**config.mk**
```make
export PLATFORM = sky130hd
export DESIGN_NAME = crc32_checked_frame_decoder_unit
export DESIGN_NICKNAME = d
export VERILOG_FILES = /design/src/rtl/cfdu_pkg.sv /design/src/rtl/cfdu_in_stage.sv /design/src/rtl/cfdu_frame_fsm.sv /design/src/rtl/crc32_checked_frame_decoder_unit.sv
export SDC_FILE = /design/constraint.sdc
export NUM_CORES = 1
export LEC_CHECK = 0
export ABC_AREA = 1
export BUFFER_PORTS_ARGS = -buffer_cell sky130_fd_sc_hd__buf_2
export CAP_MARGIN = 20
export CORE_MARGIN = 3
export CORE_UTILIZATION = 36
export CTS_CLUSTER_DIAMETER = 30
export CTS_CLUSTER_SIZE = 24
export DETAILED_ROUTE_END_ITERATION = 7
export PLACE_DENSITY = 0.55
export SLEW_MARGIN = 5
export SYNTH_ARGS = -nofsm -noshare
export SYNTH_HDL_FRONTEND = slang
export SYNTH_SLANG_ARGS = --single-unit
```
**constraint.sdc**
```tcl
create_clock -name clock -period 3.8 [get_ports clock]
set_input_delay 0.38 -clock clock [delete_from_list [all_inputs] [get_ports clock]]
set_output_delay 0.38 -clock clock [all_outputs]
set_load 0.1 [all_outputs]
```
**src/rtl/cfdu_pkg.sv**
```systemverilog
package cfdu_pkg;

   localparam int BYTE_W   = 8;
   localparam int LEN_W    = 13;
   localparam int STATUS_W = 3;
   localparam int CRC_W    = 32;

   localparam logic [LEN_W-1:0]  MAX_BODY       = 13'd4096;
   localparam logic [LEN_W-1:0]  FRAME_OVERHEAD = 13'd13;   // 9 header + 4 crc
   localparam logic [LEN_W-1:0]  MAX_LEN_RESET  = 13'd4096;
   localparam logic [CRC_W-1:0]  CRC_INIT       = 32'hffff_ffff;
   localparam logic [CRC_W-1:0]  CRC_POLY       = 32'hedb8_8320;
   localparam logic [BYTE_W-1:0] VERSION_BYTE   = 8'd1;

   typedef enum logic [2:0] {
      PH_MAGIC,
      PH_VERSION,
      PH_LENGTH,
      PH_BODY,
      PH_CRC
   } phase_type;

   typedef enum logic [STATUS_W-1:0] {
      ST_RUN     = 3'd0,
      ST_OK      = 3'd1,
      ST_MAGIC   = 3'd2,
      ST_VERSION = 3'd3,
      ST_LENGTH  = 3'd4,
      ST_CRC     = 3'd5
   } status_type;

   typedef struct packed {
      logic [BYTE_W-1:0] body_byte;
      logic              body_valid;
      status_type        frame_status;
      logic [LEN_W-1:0]  body_length;
      logic [LEN_W-1:0]  frame_length;
   } result_type;

   // sync word N C W V
   function automatic logic [BYTE_W-1:0] magic_byte(input logic [1:0] idx);
      logic [BYTE_W-1:0] m;
      unique case (idx)
         2'd0: m = 8'h4e;
         2'd1: m = 8'h43;
         2'd2: m = 8'h57;
         2'd3: m = 8'h56;
         default: m = 8'h00;
      endcase
      return m;
   endfunction

   // reflected crc-32, one byte unrolled
   function automatic logic [CRC_W-1:0] crc_byte(input logic [CRC_W-1:0] c_in,
                                                 input logic [BYTE_W-1:0] b);
      logic [CRC_W-1:0] c;
      c = c_in ^ {24'd0, b};
      for (int k = 0; k < BYTE_W; k++) begin
         c = (c >> 1) ^ (c[0] ? CRC_POLY : '0);
      end
      return c;
   endfunction

endpackage

```
**src/rtl/cfdu_in_stage.sv**
```systemverilog
module cfdu_in_stage (
   input  logic                        clock,
   input  logic                        reset,
   input  logic                        req_valid,
   input  logic [cfdu_pkg::BYTE_W-1:0] req_rx_byte,
   output logic                        req_stall,
   input  logic                        advance,
   output logic                        hold_valid,
   output logic [cfdu_pkg::BYTE_W-1:0] hold_byte
);
   import cfdu_pkg::*;

   logic              valid_ff, valid_in;
   logic [BYTE_W-1:0] byte_ff, byte_in;
   logic              take;

   // take a new item when empty or when the held one moves on
   assign req_stall = valid_ff & ~advance;
   assign take      = req_valid & ~req_stall;

   always_comb begin
      valid_in = valid_ff;
      byte_in  = byte_ff;
      if (take) begin
         valid_in = 1'b1;
         byte_in  = req_rx_byte;
      end else if (advance) begin
         valid_in = 1'b0;
      end
   end

   always_ff @(posedge clock) begin
      if (reset) begin
         valid_ff <= 1'b0;
      end else begin
         valid_ff <= valid_in;
      end
      byte_ff <= byte_in;
   end

   assign hold_valid = valid_ff;
   assign hold_byte  = byte_ff;

endmodule

```
**src/rtl/cfdu_frame_fsm.sv**
```systemverilog
module cfdu_frame_fsm (
   input  logic                        clock,
   input  logic                        reset,
   input  logic                        step,
   input  logic [cfdu_pkg::BYTE_W-1:0] rx_byte,
   input  logic [cfdu_pkg::LEN_W-1:0]  max_body_length,
   output cfdu_pkg::result_type        result
);
   import cfdu_pkg::*;

   phase_type         phase_ff, phase_in;
   logic [LEN_W-1:0]  pos_ff, pos_in;
   logic [LEN_W-1:0]  len_ff, len_in;
   logic              ovf_ff, ovf_in;      // length field above 13 bits
   logic [CRC_W-1:0]  crc_ff, crc_in;
   logic [23:0]       rcv_ff, rcv_in;      // low three crc bytes

   logic [LEN_W-1:0]  limit;
   logic [CRC_W-1:0]  crc_next;
   logic [LEN_W-1:0]  pos_inc;

   assign limit    = (max_body_length > MAX_BODY) ? MAX_BODY : max_body_length;
   assign crc_next = crc_byte(crc_ff, rx_byte);
   assign pos_inc  = pos_ff + LEN_W'(1);

   always_comb begin
      logic hunt;
      hunt     = 1'b0;
      phase_in = phase_ff;
      pos_in   = pos_ff;
      len_in   = len_ff;
      ovf_in   = ovf_ff;
      crc_in   = crc_ff;
      rcv_in   = rcv_ff;
      result   = '{body_byte: '0, body_valid: 1'b0, frame_status: ST_RUN,
                   body_length: '0, frame_length: '0};

      if (step) begin
         unique case (phase_ff)
            PH_MAGIC: begin
               if (rx_byte != magic_byte(pos_ff[1:0])) begin
                  result.frame_status = ST_MAGIC;
                  hunt = 1'b1;
               end else begin
                  crc_in = crc_next;
                  if (pos_ff[1:0] == 2'd3) begin
                     phase_in = PH_VERSION;
                     pos_in   = '0;
                  end else begin
                     pos_in = pos_inc;
                  end
               end
            end
            PH_VERSION: begin
               if (rx_byte != VERSION_BYTE) begin
                  result.frame_status = ST_VERSION;
                  hunt = 1'b1;
               end else begin
                  crc_in   = crc_next;
                  phase_in = PH_LENGTH;
                  pos_in   = '0;
                  len_in   = '0;
                  ovf_in   = 1'b0;
               end
            end
            PH_LENGTH: begin
               crc_in = crc_next;
               unique case (pos_ff[1:0])
                  2'd0: len_in[7:0] = rx_byte;
                  2'd1: begin
                     len_in[LEN_W-1:8] = rx_byte[LEN_W-9:0];
                     ovf_in = ovf_ff | (rx_byte[7:LEN_W-8] != '0);
                  end
                  default: ovf_in = ovf_ff | (rx_byte != '0);
               endcase
               if (pos_ff[1:0] == 2'd3) begin
                  if (ovf_in || (len_in > limit)) begin
                     result.frame_status = ST_LENGTH;
                     hunt = 1'b1;
                  end else begin
                     pos_in   = '0;
                     phase_in = (len_in == '0) ? PH_CRC : PH_BODY;
                  end
               end else begin
                  pos_in = pos_inc;
               end
            end
            PH_BODY: begin
               crc_in            = crc_next;
               result.body_valid = 1'b1;
               result.body_byte  = rx_byte;
               pos_in            = pos_inc;
               if (pos_inc >= len_ff) begin
                  phase_in = PH_CRC;
                  pos_in   = '0;
                  rcv_in   = '0;
               end
            end
            PH_CRC: begin
               unique case (pos_ff[1:0])
                  2'd0: rcv_in[7:0]   = rx_byte;
                  2'd1: rcv_in[15:8]  = rx_byte;
                  2'd2: rcv_in[23:16] = rx_byte;
                  default: ;
               endcase
               if (pos_ff[1:0] == 2'd3) begin
                  if (~crc_ff == {rx_byte, rcv_ff}) begin
                     result.frame_status = ST_OK;
                     result.body_length  = len_ff;
                     result.frame_length = len_ff + FRAME_OVERHEAD;
                  end else begin
                     result.frame_status = ST_CRC;
                  end
                  hunt = 1'b1;
               end else begin
                  pos_in = pos_inc;
               end
            end
            default: hunt = 1'b1;
         endcase

         if (hunt) begin
            phase_in = PH_MAGIC;
            pos_in   = '0;
            len_in   = '0;
            ovf_in   = 1'b0;
            crc_in   = CRC_INIT;
            rcv_in   = '0;
         end
      end
   end

   always_ff @(posedge clock) begin
      if (reset) begin
         phase_ff <= PH_MAGIC;
         pos_ff   <= '0;
         len_ff   <= '0;
         ovf_ff   <= 1'b0;
         crc_ff   <= CRC_INIT;
         rcv_ff   <= '0;
      end else begin
         phase_ff <= phase_in;
         pos_ff   <= pos_in;
         len_ff   <= len_in;
         ovf_ff   <= ovf_in;
         crc_ff   <= crc_in;
         rcv_ff   <= rcv_in;
      end
   end

endmodule

```
**src/rtl/crc32_checked_frame_decoder_unit.sv**
```systemverilog
// Frame checker for a received byte stream: magic "NCWV", version 1,
// 32-bit little-endian body length, body, little-endian CRC-32.
// Input channel (req_): one received byte per item on req_rx_byte,
// taken at a clock edge with req_valid high and req_stall low.
// Result channel (rsp_): exactly one result item per input item:
// body byte pass-through with rsp_body_valid, frame status, and on
// status ok the body and whole-frame lengths. Taken when rsp_valid is
// high and rsp_stall low.
// An item taken goes into the input register and then into the result
// register. Throughput: one item per cycle while rsp_stall is low; the
// byte-wide unrolled CRC and the parser state update sit between the
// input register and the result register.
// Stall: a held result blocks the result register; an empty input
// register takes one item, then req_stall rises until the result moves.
// Reset (synchronous, active high) empties both registers, puts the
// parser in hunt for the first magic byte and sets max_body_length to
// 4096. csr_ready is always high; write only while the block is idle.
module crc32_checked_frame_decoder_unit (
   input  logic                          clock,
   input  logic                          reset,
   input  logic                          req_valid,
   output logic                          req_stall,
   input  logic [cfdu_pkg::BYTE_W-1:0]   req_rx_byte,
   output logic                          rsp_valid,
   input  logic                          rsp_stall,
   output logic [cfdu_pkg::BYTE_W-1:0]   rsp_body_byte,
   output logic                          rsp_body_valid,
   output logic [cfdu_pkg::STATUS_W-1:0] rsp_frame_status,
   output logic [cfdu_pkg::LEN_W-1:0]    rsp_body_length,
   output logic [cfdu_pkg::LEN_W-1:0]    rsp_frame_length,
   input  logic                          csr_valid,
   output logic                          csr_ready,
   input  logic [cfdu_pkg::LEN_W-1:0]    csr_max_body_length
);
   import cfdu_pkg::*;

   logic [LEN_W-1:0] max_body_length_ff, max_body_length_in;

   logic              hold_valid;
   logic [BYTE_W-1:0] hold_byte;
   logic              advance;
   result_type        result;

   logic              rsp_valid_ff, rsp_valid_in;
   result_type        rsp_ff, rsp_in;

   // config register: always ready
   assign csr_ready          = 1'b1;
   assign max_body_length_in = (csr_valid & csr_ready) ? csr_max_body_length
                                                       : max_body_length_ff;

   always_ff @(posedge clock) begin
      if (reset) begin
         max_body_length_ff <= MAX_LEN_RESET;
      end else begin
         max_body_length_ff <= max_body_length_in;
      end
   end

   // result register may load when empty or being taken
   assign advance = ~rsp_valid_ff | ~rsp_stall;

   cfdu_in_stage u_in_stage (
      .clock       (clock),
      .reset       (reset),
      .req_valid   (req_valid),
      .req_rx_byte (req_rx_byte),
      .req_stall   (req_stall),
      .advance     (advance),
      .hold_valid  (hold_valid),
      .hold_byte   (hold_byte)
   );

   cfdu_frame_fsm u_frame_fsm (
      .clock           (clock),
      .reset           (reset),
      .step            (hold_valid & advance),
      .rx_byte         (hold_byte),
      .max_body_length (max_body_length_ff),
      .result          (result)
   );

   always_comb begin
      rsp_valid_in = rsp_valid_ff;
      rsp_in       = rsp_ff;
      if (advance) begin
         rsp_valid_in = hold_valid;
         if (hold_valid) begin
            rsp_in = result;
         end
      end
   end

   always_ff @(posedge clock) begin
      if (reset) begin
         rsp_valid_ff <= 1'b0;
      end else begin
         rsp_valid_ff <= rsp_valid_in;
      end
      rsp_ff <= rsp_in;
   end

   assign rsp_valid        = rsp_valid_ff;
   assign rsp_body_byte    = rsp_ff.body_byte;
   assign rsp_body_valid   = rsp_ff.body_valid;
   assign rsp_frame_status = rsp_ff.frame_status;
   assign rsp_body_length  = rsp_ff.body_length;
   assign rsp_frame_length = rsp_ff.frame_length;

endmodule

```
==> results.json, run 1 <==
{
  "critPathRequiredTime_ns": 4.17,
  "slew_violations": 0,
  "core_area_um2": 23750,
  "rr_startpoint": "u_frame_fsm.pos_ff[0]",
  "vias_per_cell": 4.853,
  "yosysUniqueCellTypes": 54,
  "grt_pass1_vias": 7193,
  "yosysTopAreaCell": "dfxtp_1",
  "yosys_warnings": 0,
  "final_cell_mix": "nand2_1 (248), nor2_1 (193), dfxtp_1 (101), inv_1 (97), xor2_1 (78)",
  "max_freq_mhz": 281.6,
  "grt_antenna_before_repair": 0,
  "grt_pass1_wl_um": 39920,
  "syn_nets": 1226,
  "hp-class": "in2reg",
  "cp-end-kind": "flip-flop",
  "drt_first_pass_iters": 5,
  "sequentialPowerShare": 0.374,
  "dp_hpwl_um": 17890,
  "io_pins": 67,
  "p_sw_frac": 0.3577,
  "clock_path_buffers": 2,
  "setup_tns_ns": 0,
  "finalCritPeriodShare": 0.9344,
  "routabilityCongestion": 0.8600,
  "final_hold_viol_count": 0,
  "worstHoldStart": "req_rx_byte[3]",
  "dieArea_um2": 26330,
  "drive_gt1_frac": 0.1414,
  "die_h_um": 162.3,
  "fin_crit_ns": 3.551,
  "intPower_mw": 3.156,
  "ys_ff_latch": 147,
  "worstMarginPinSlew_ns": 0.7664,
  "synth_top_area_frac": 0.2300,
  "root_buffer": "clkbuf_16",
  "postLayoutCellArea_um2": 10090,
  "grt_start_max_net_pins": 45,
  "hold_buffers": 0,
  "antenna_cells": 0,
  "hold_end": "u_in_stage.hold_byte[3]",
  "routedWlPerCell_um": 15.86,
  "cp_max_fo": 6,
  "synthArstFlopShare": 0,
  "drtIter0Drc": 609,
  "whs_path_depth": 1,
  "stdcell_count": 1564,
  "syn_inst": 1168,
  "path_class": "reg2reg",
  "totalPowerFinal_mw": 4.913,
  "dpl_cell_area_um2": 9422,
  "cts_made_buffers": 17,
  "syn-cell-area_um2": 8790,
  "rows": 56,
  "drc": 0,
  "rr_endpoint": "u_frame_fsm.rcv_ff[21]",
  "place_inst": 1527,
  "grt_overflow": 0,
  "maxCapViolations": 0,
  "reg2reg_slack_ns": 0.25,
  "finalWirelength_um": 24810,
  "clk_latency_ns": 0.44,
  "reg2reg_depth": 20,
  "die_w_um": 162.3,
  "setup_viol": 0,
  "arrival_ns": 3.92,
  "p_comb_frac": 0.279,
  "rsz0062_at_grt": "yes",
  "final_common_cell": "nand2_1",
  "ir_drop_mv": 0.2432,
  "syn_area_per_cell_um2": 7.525,
  "clock-sinks": 147,
  "clkPwrFrac": 0.347,
  "htree_levels": 4,
  "fin_nets": 1290,
  "synth_ff_type": "dfxtp_1",
  "switching_power_mw": 1.757,
  "post-route-util": 0.4246,
  "port_buffers": 65,
  "antenna_left": 0,
  "relSlewSlack": 0.4859,
  "crit_path_start_kind": "flip-flop",
  "synth_area_leaders": "dfxtp_1 (23%), edfxtp_1 (16%), nand2_1 (11%)",
  "skew_ns": 0.009918,
  "start_util": 0.3700,
  "tritoncts": "yes",
  "grt_use_total": 0.1923,
  "synth_edf_count": 46,
  "outcome": "completed",
  "vias": 7590,
  "power_density_nw_per_um2": 487.1,
  "power.leakage_nw": 4.470,
  "yosysSeqAreaShare": 0.3872,
  "clkTransAtPathRegs_ns": 0.06,
  "syn_to_final_growth_pct": 14.75
}
## synthesized netlist by cell type (13+ instances only)
cell	count
a21oi_1	56
buf_2	16
clkbuf_1	21
dfxtp_1	101
edfxtp_1	46
ha_1	32
inv_1	97
nand2_1	249
nand3_1	68
nand4_1	26
nor2_1	194
o21ai_0	31
o21ai_1	22
xnor2_1	13
xor2_1	78
## critical path: stages, from the launching register on
cell and delay (ns):
dfxtp_1 0.39, ha_1 0.19, inv_1 0.12, nor2_2 0.20
nand4_1 0.16, nor2_1 0.19, nand2_1 0.09, nor2_1 0.11
xor2_1 0.16, inv_1 0.08, ha_1 0.33, nand2_1 0.08
nor2_1 0.15, nand4_1 0.10, o21bai_1 0.16, nand4_1 0.14
nand3_2 0.25, nor2_4 0.28, buf_4 0.18, nor2_1 0.04
nor2_1 0.10
## worst max path at each step
| stage | from | endpoint | cells after the start |
|---|---|---|---|
| 2_1_floorplan | rsp_valid | u_in_stage.hold_byte[0] | 5 |
| 4_1_cts | u_frame_fsm.pos_ff[0] | u_frame_fsm.crc_ff[6] | 21 |
| 3_3_place_gp | u_frame_fsm.pos_ff[0] | u_frame_fsm.crc_ff[6] | 21 |
| 5_1_grt | u_frame_fsm.pos_ff[0] | u_frame_fsm.rcv_ff[11] | 21 |
| 6_report | u_frame_fsm.pos_ff[0] | u_frame_fsm.rcv_ff[21] | 20 |
| 3_5_place_dp | u_frame_fsm.pos_ff[0] | u_frame_fsm.crc_ff[6] | 21 |
## per-layer routing
metal / vias up / part of all wire / GRT usage
met1: 3478 / 0.51 / 0.2885
met4: 0 / 0.014 / 0.05428
met2: 182 / 0.42 / 0.2861
met3: 29 / 0.052 / 0.02856
met5: - / 0 / 0
li1: 3901 / - / -
## per-stage QoR
step | setup slack, ns | hold slack [ns]
after floorplan | 0.6713 | 0.4491
after global placement | 0.1334 | 0.4668
after detailed placement | 0.07890 | 0.4663
after CTS | 0.06262 | 0.09896
after global routing | -0.006998 | 0.1049
final | 0.2493 | 0.1161
## cell families after synthesis
group                    after synthesis  share of synthesized area
buffers and inverters                163                    0.08128
adder cells (fa/ha/maj)               32                    0.04555
flip-flops                           147                     0.3872
XOR/XNOR                              98                     0.1088
AND/OR/NAND/NOR                      585                     0.2843
AO/OA/AOI/OAI                        141                    0.09139
other                                  1                  0.0004266
multiplexers                           1                   0.001139
## what timing repair did
item	4_1_cts	5_1_grt
gates resized for setup	0	8
endpoints found under the setup margin	0	79
setup buffers	0	4
## power by group through the flow
stage          Sequential [mW]  Combinational [mW]  Clock, mW
2_1_floorplan             1.95               0.957          0
3_3_place_gp              1.87                1.33          0
3_5_place_dp              1.87                1.33          0
4_1_cts                   1.84                1.34       1.73
5_1_grt                   1.85                1.52       1.79
6_report                  1.84                1.37       1.70
## flip-flops by register name (all words and copies together) (netlist names)
signal	cells
u_frame_fsm.rcv_ff	24
rsp_valid	1
max_body_length_ff	13
rsp_body_valid	1
rsp_body_length	13
rsp_frame_length	13
u_frame_fsm.len_ff	13
u_frame_fsm.pos_ff	13
rsp_frame_status	3
u_in_stage.hold_byte	8
u_frame_fsm.ovf_ff	1
u_frame_fsm.crc_ff	32
rsp_body_byte	8
u_in_stage.hold_valid	1
u_frame_fsm.phase_ff	3
## layout make-up
type | instances | area [um^2]
clock buffers | 18 | 429.2
flip-flops and latches | 147 | 3403
clock inverters | 14 | 148.9
fillers | 2443 | 13670
repair buffers | 96 | 583.1
multi-input cells | 859 | 4701
well taps | 319 | 399.1
inverters | 111 | 421.7
No activity file was read; power rests on OpenSTA's default activity.
==> run 2, diff against run 1 <==
SYNTH_HIERARCHICAL = 1   (was not set)
==> results.json, run 2 <==
{
  "yosysTopAreaCell": "dfxtp_1",
  "cts_made_buffers": 17,
  "yosys_warnings": 6,
  "die_h_um": 164.0,
  "routabilityCongestion": 0.9321,
  "endpoint": "u_frame_fsm/phase_ff[1]",
  "grt_pass1_vias": 7283,
  "clk_latency_ns": 0.43,
  "grt_pass1_wl_um": 40190,
  "path_class": "reg2reg",
  "ys_ff_latch": 147,
  "vias_per_cell": 5.062,
  "finalWirelength_um": 24990,
  "io_pins": 67,
  "skew_ns": 0.01329,
  "syn-cell-area_um2": 8985,
  "dpl_cell_area_um2": 9634,
  "rr_startpoint": "u_frame_fsm/pos_ff[1]",
  "grt_start_max_net_pins": 68,
  "synth_area_leaders": "dfxtp_1 (23%), edfxtp_1 (15%), nand2_1 (9.5%)",
  "stdcell_count": 1533,
  "drc": 0,
  "fin_nets": 1254,
  "cp-startpoint": "u_frame_fsm/pos_ff[1]",
  "power_density_nw_per_um2": 481.2,
  "clkTransAtPathRegs_ns": 0.07,
  "final_hold_viol_count": 0,
  "outcome": "completed",
  "final_common_cell": "nand2_1",
  "worstMarginPinSlew_ns": 0.8282,
  "postLayoutCellArea_um2": 10270,
  "antenna_left": 0,
  "antenna_cells": 0,
  "finalCritPeriodShare": 0.9095,
  "rr_endpoint": "u_frame_fsm/phase_ff[1]",
  "start_util": 0.3684,
  "critPathRequiredTime_ns": 4.11,
  "drtIter0Drc": 572,
  "root_buffer": "clkbuf_16",
  "core_area_um2": 24390,
  "yosysSeqAreaShare": 0.3788,
  "tritoncts": "yes",
  "port_buffers": 65,
  "arrival_ns": 3.77,
  "synth_most_common_cell": "nand2_1",
  "crit_path_start_kind": "flip-flop",
  "syn_nets": 1189,
  "post-route-util": 0.4212,
  "final_cell_mix": "nand2_1 (227), nor2_1 (120), inv_1 (102), dfxtp_1 (100), a21oi_1 (75)",
  "grt_antenna_before_repair": 0,
  "clock-sinks": 147,
  "dieArea_um2": 26890,
  "fin_crit_ns": 3.456,
  "die_w_um": 164.0,
  "synth_ff_type": "dfxtp_1",
  "top_regs": "u_frame_fsm/crc_ff: 32 flops, u_frame_fsm/rcv_ff: 24 flops",
  "grt_use_total": 0.1918,
  "relSlewSlack": 0.4478,
  "yosysUniqueCellTypes": 54,
  "power.leakage_nw": 4.400,
  "multi_input_area_um2": 4828,
  "place_inst": 1500,
  "drive_gt1_frac": 0.1795,
  "ir_drop_mv": 0.2747,
  "syn_to_final_growth_pct": 14.34,
  "reg2reg_depth": 21,
  "setup_tns_ns": 0,
  "n_fill_cell": 2518,
  "reg2reg_slack_ns": 0.34,
  "slew_violations": 0,
  "routedWlPerCell_um": 16.30,
  "grt_overflow": 0,
  "ys_top_cells_by_count": "nand2_1 (227), nor2_1 (121), inv_1 (102)",
  "synthArstFlopShare": 0,
  "max_freq_mhz": 289.3,
  "htree_levels": 4,
  "synth_edf_count": 46,
  "largest_register_ffs": 32,
  "regMostFlops": "u_frame_fsm/crc_ff",
  "syn_inst": 1131,
  "seq_area_um2": 3405,
  "setup_viol": 0,
  "cp_max_fo": 25,
  "syn_area_per_cell_um2": 7.944,
  "hold_buffers": 0,
  "hp-class": "in2reg",
  "maxCapViolations": 0,
  "rsz0062_at_grt": "no",
  "rows": 57,
  "whs_ns": 0.1307,
  "synth_top_area_frac": 0.2250,
  "drt_first_pass_iters": 5,
  "cp-end-kind": "flip-flop",
  "clock_path_buffers": 2,
  "vias": 7760,
  "dp_hpwl_um": 18560
}
==> run 2: how the worst min path moves through the flow <==
stage,startpoint,endpoint,slack [ns],cells after the start
finish,req_rx_byte[0],u_in_stage/hold_byte[0],0.13,1
global route,req_rx_byte[5],u_in_stage/hold_byte[5],0.11,1
CTS,req_rx_byte[0],u_in_stage/hold_byte[0],0.12,1
detailed placement,max_body_length_ff[12],max_body_length_ff[12],0.46,2
global placement,max_body_length_ff[12],max_body_length_ff[12],0.45,2
floorplan,max_body_length_ff[12],max_body_length_ff[12],0.43,2
==> run 2: logic make-up (layout without fill, tap and decap cells) <==
| group | count (synthesis) | in the layout | share of synthesized area |
|---|---|---|---|
| xor+xnor | 106 | 106 | 0.1146 |
| other cells | 1 | 1 | 0.0004174 |
| buf+inv | 166 | 244 | 0.08564 |
| fa+ha+maj | 32 | 32 | 0.04456 |
| compound gates | 162 | 162 | 0.1056 |
| simple gates | 517 | 517 | 0.2704 |
| flops | 147 | 147 | 0.3788 |
==> run 2: critical path, cell delays in order, from the launching register on <==
cell	delay [ns]
dfxtp_1	0.34
inv_1	0.12
ha_2	0.41
nand2_1	0.14
o21a_1	0.20
ha_1	0.31
nand2_1	0.06
nor2_1	0.15
nand2_1	0.07
nand3_1	0.08
nand2_1	0.06
nand2_1	0.06
nand2_1	0.07
nand2_2	0.14
nand2_4	0.13
nand3_4	0.16
nand2_2	0.08
inv_2	0.27
buf_12	0.23
nand3_4	0.11
nor2_1	0.11
nor2_1	0.05
==> run 2: metal layers <==
metal	track usage	share of wire
met2	0.2991	0.45
met1	0.2721	0.48
met5	0	0
met3	0.03178	0.050
met4	0.05882	0.023
==> run 2: cell type report <==
type	instances	share of cell area
multi-input cells	818	0.4700
flip-flops and latches	147	0.3314
repair buffers	91	0.05432
inverters	121	0.04518
clock buffers	17	0.04141
well taps	324	0.03946
clock inverters	15	0.01827
==> run 2: per-stage QoR <==
stage / power, mW / setup slack, ns
3_3_place_gp: 3.188 / 0.1456
3_5_place_dp: 3.192 / 0.1010
5_1_grt: 5.223 / 0.01023
6_report: 4.944 / 0.3440
2_1_floorplan: 2.897 / 0.3866
4_1_cts: 4.971 / 0.08475
==> run 2: power by group <==
group	switching [mW]	internal, mW	total, mW
Combinational	0.927	0.448	1.37
Sequential	0.0923	1.71	1.80
Clock	0.768	1.00	1.77
==> run 2: what timing repair did <==
item,4_1_cts,5_1_grt
resized for setup,0,4
setup endpoints to repair,0,60
buffers inserted,0,1
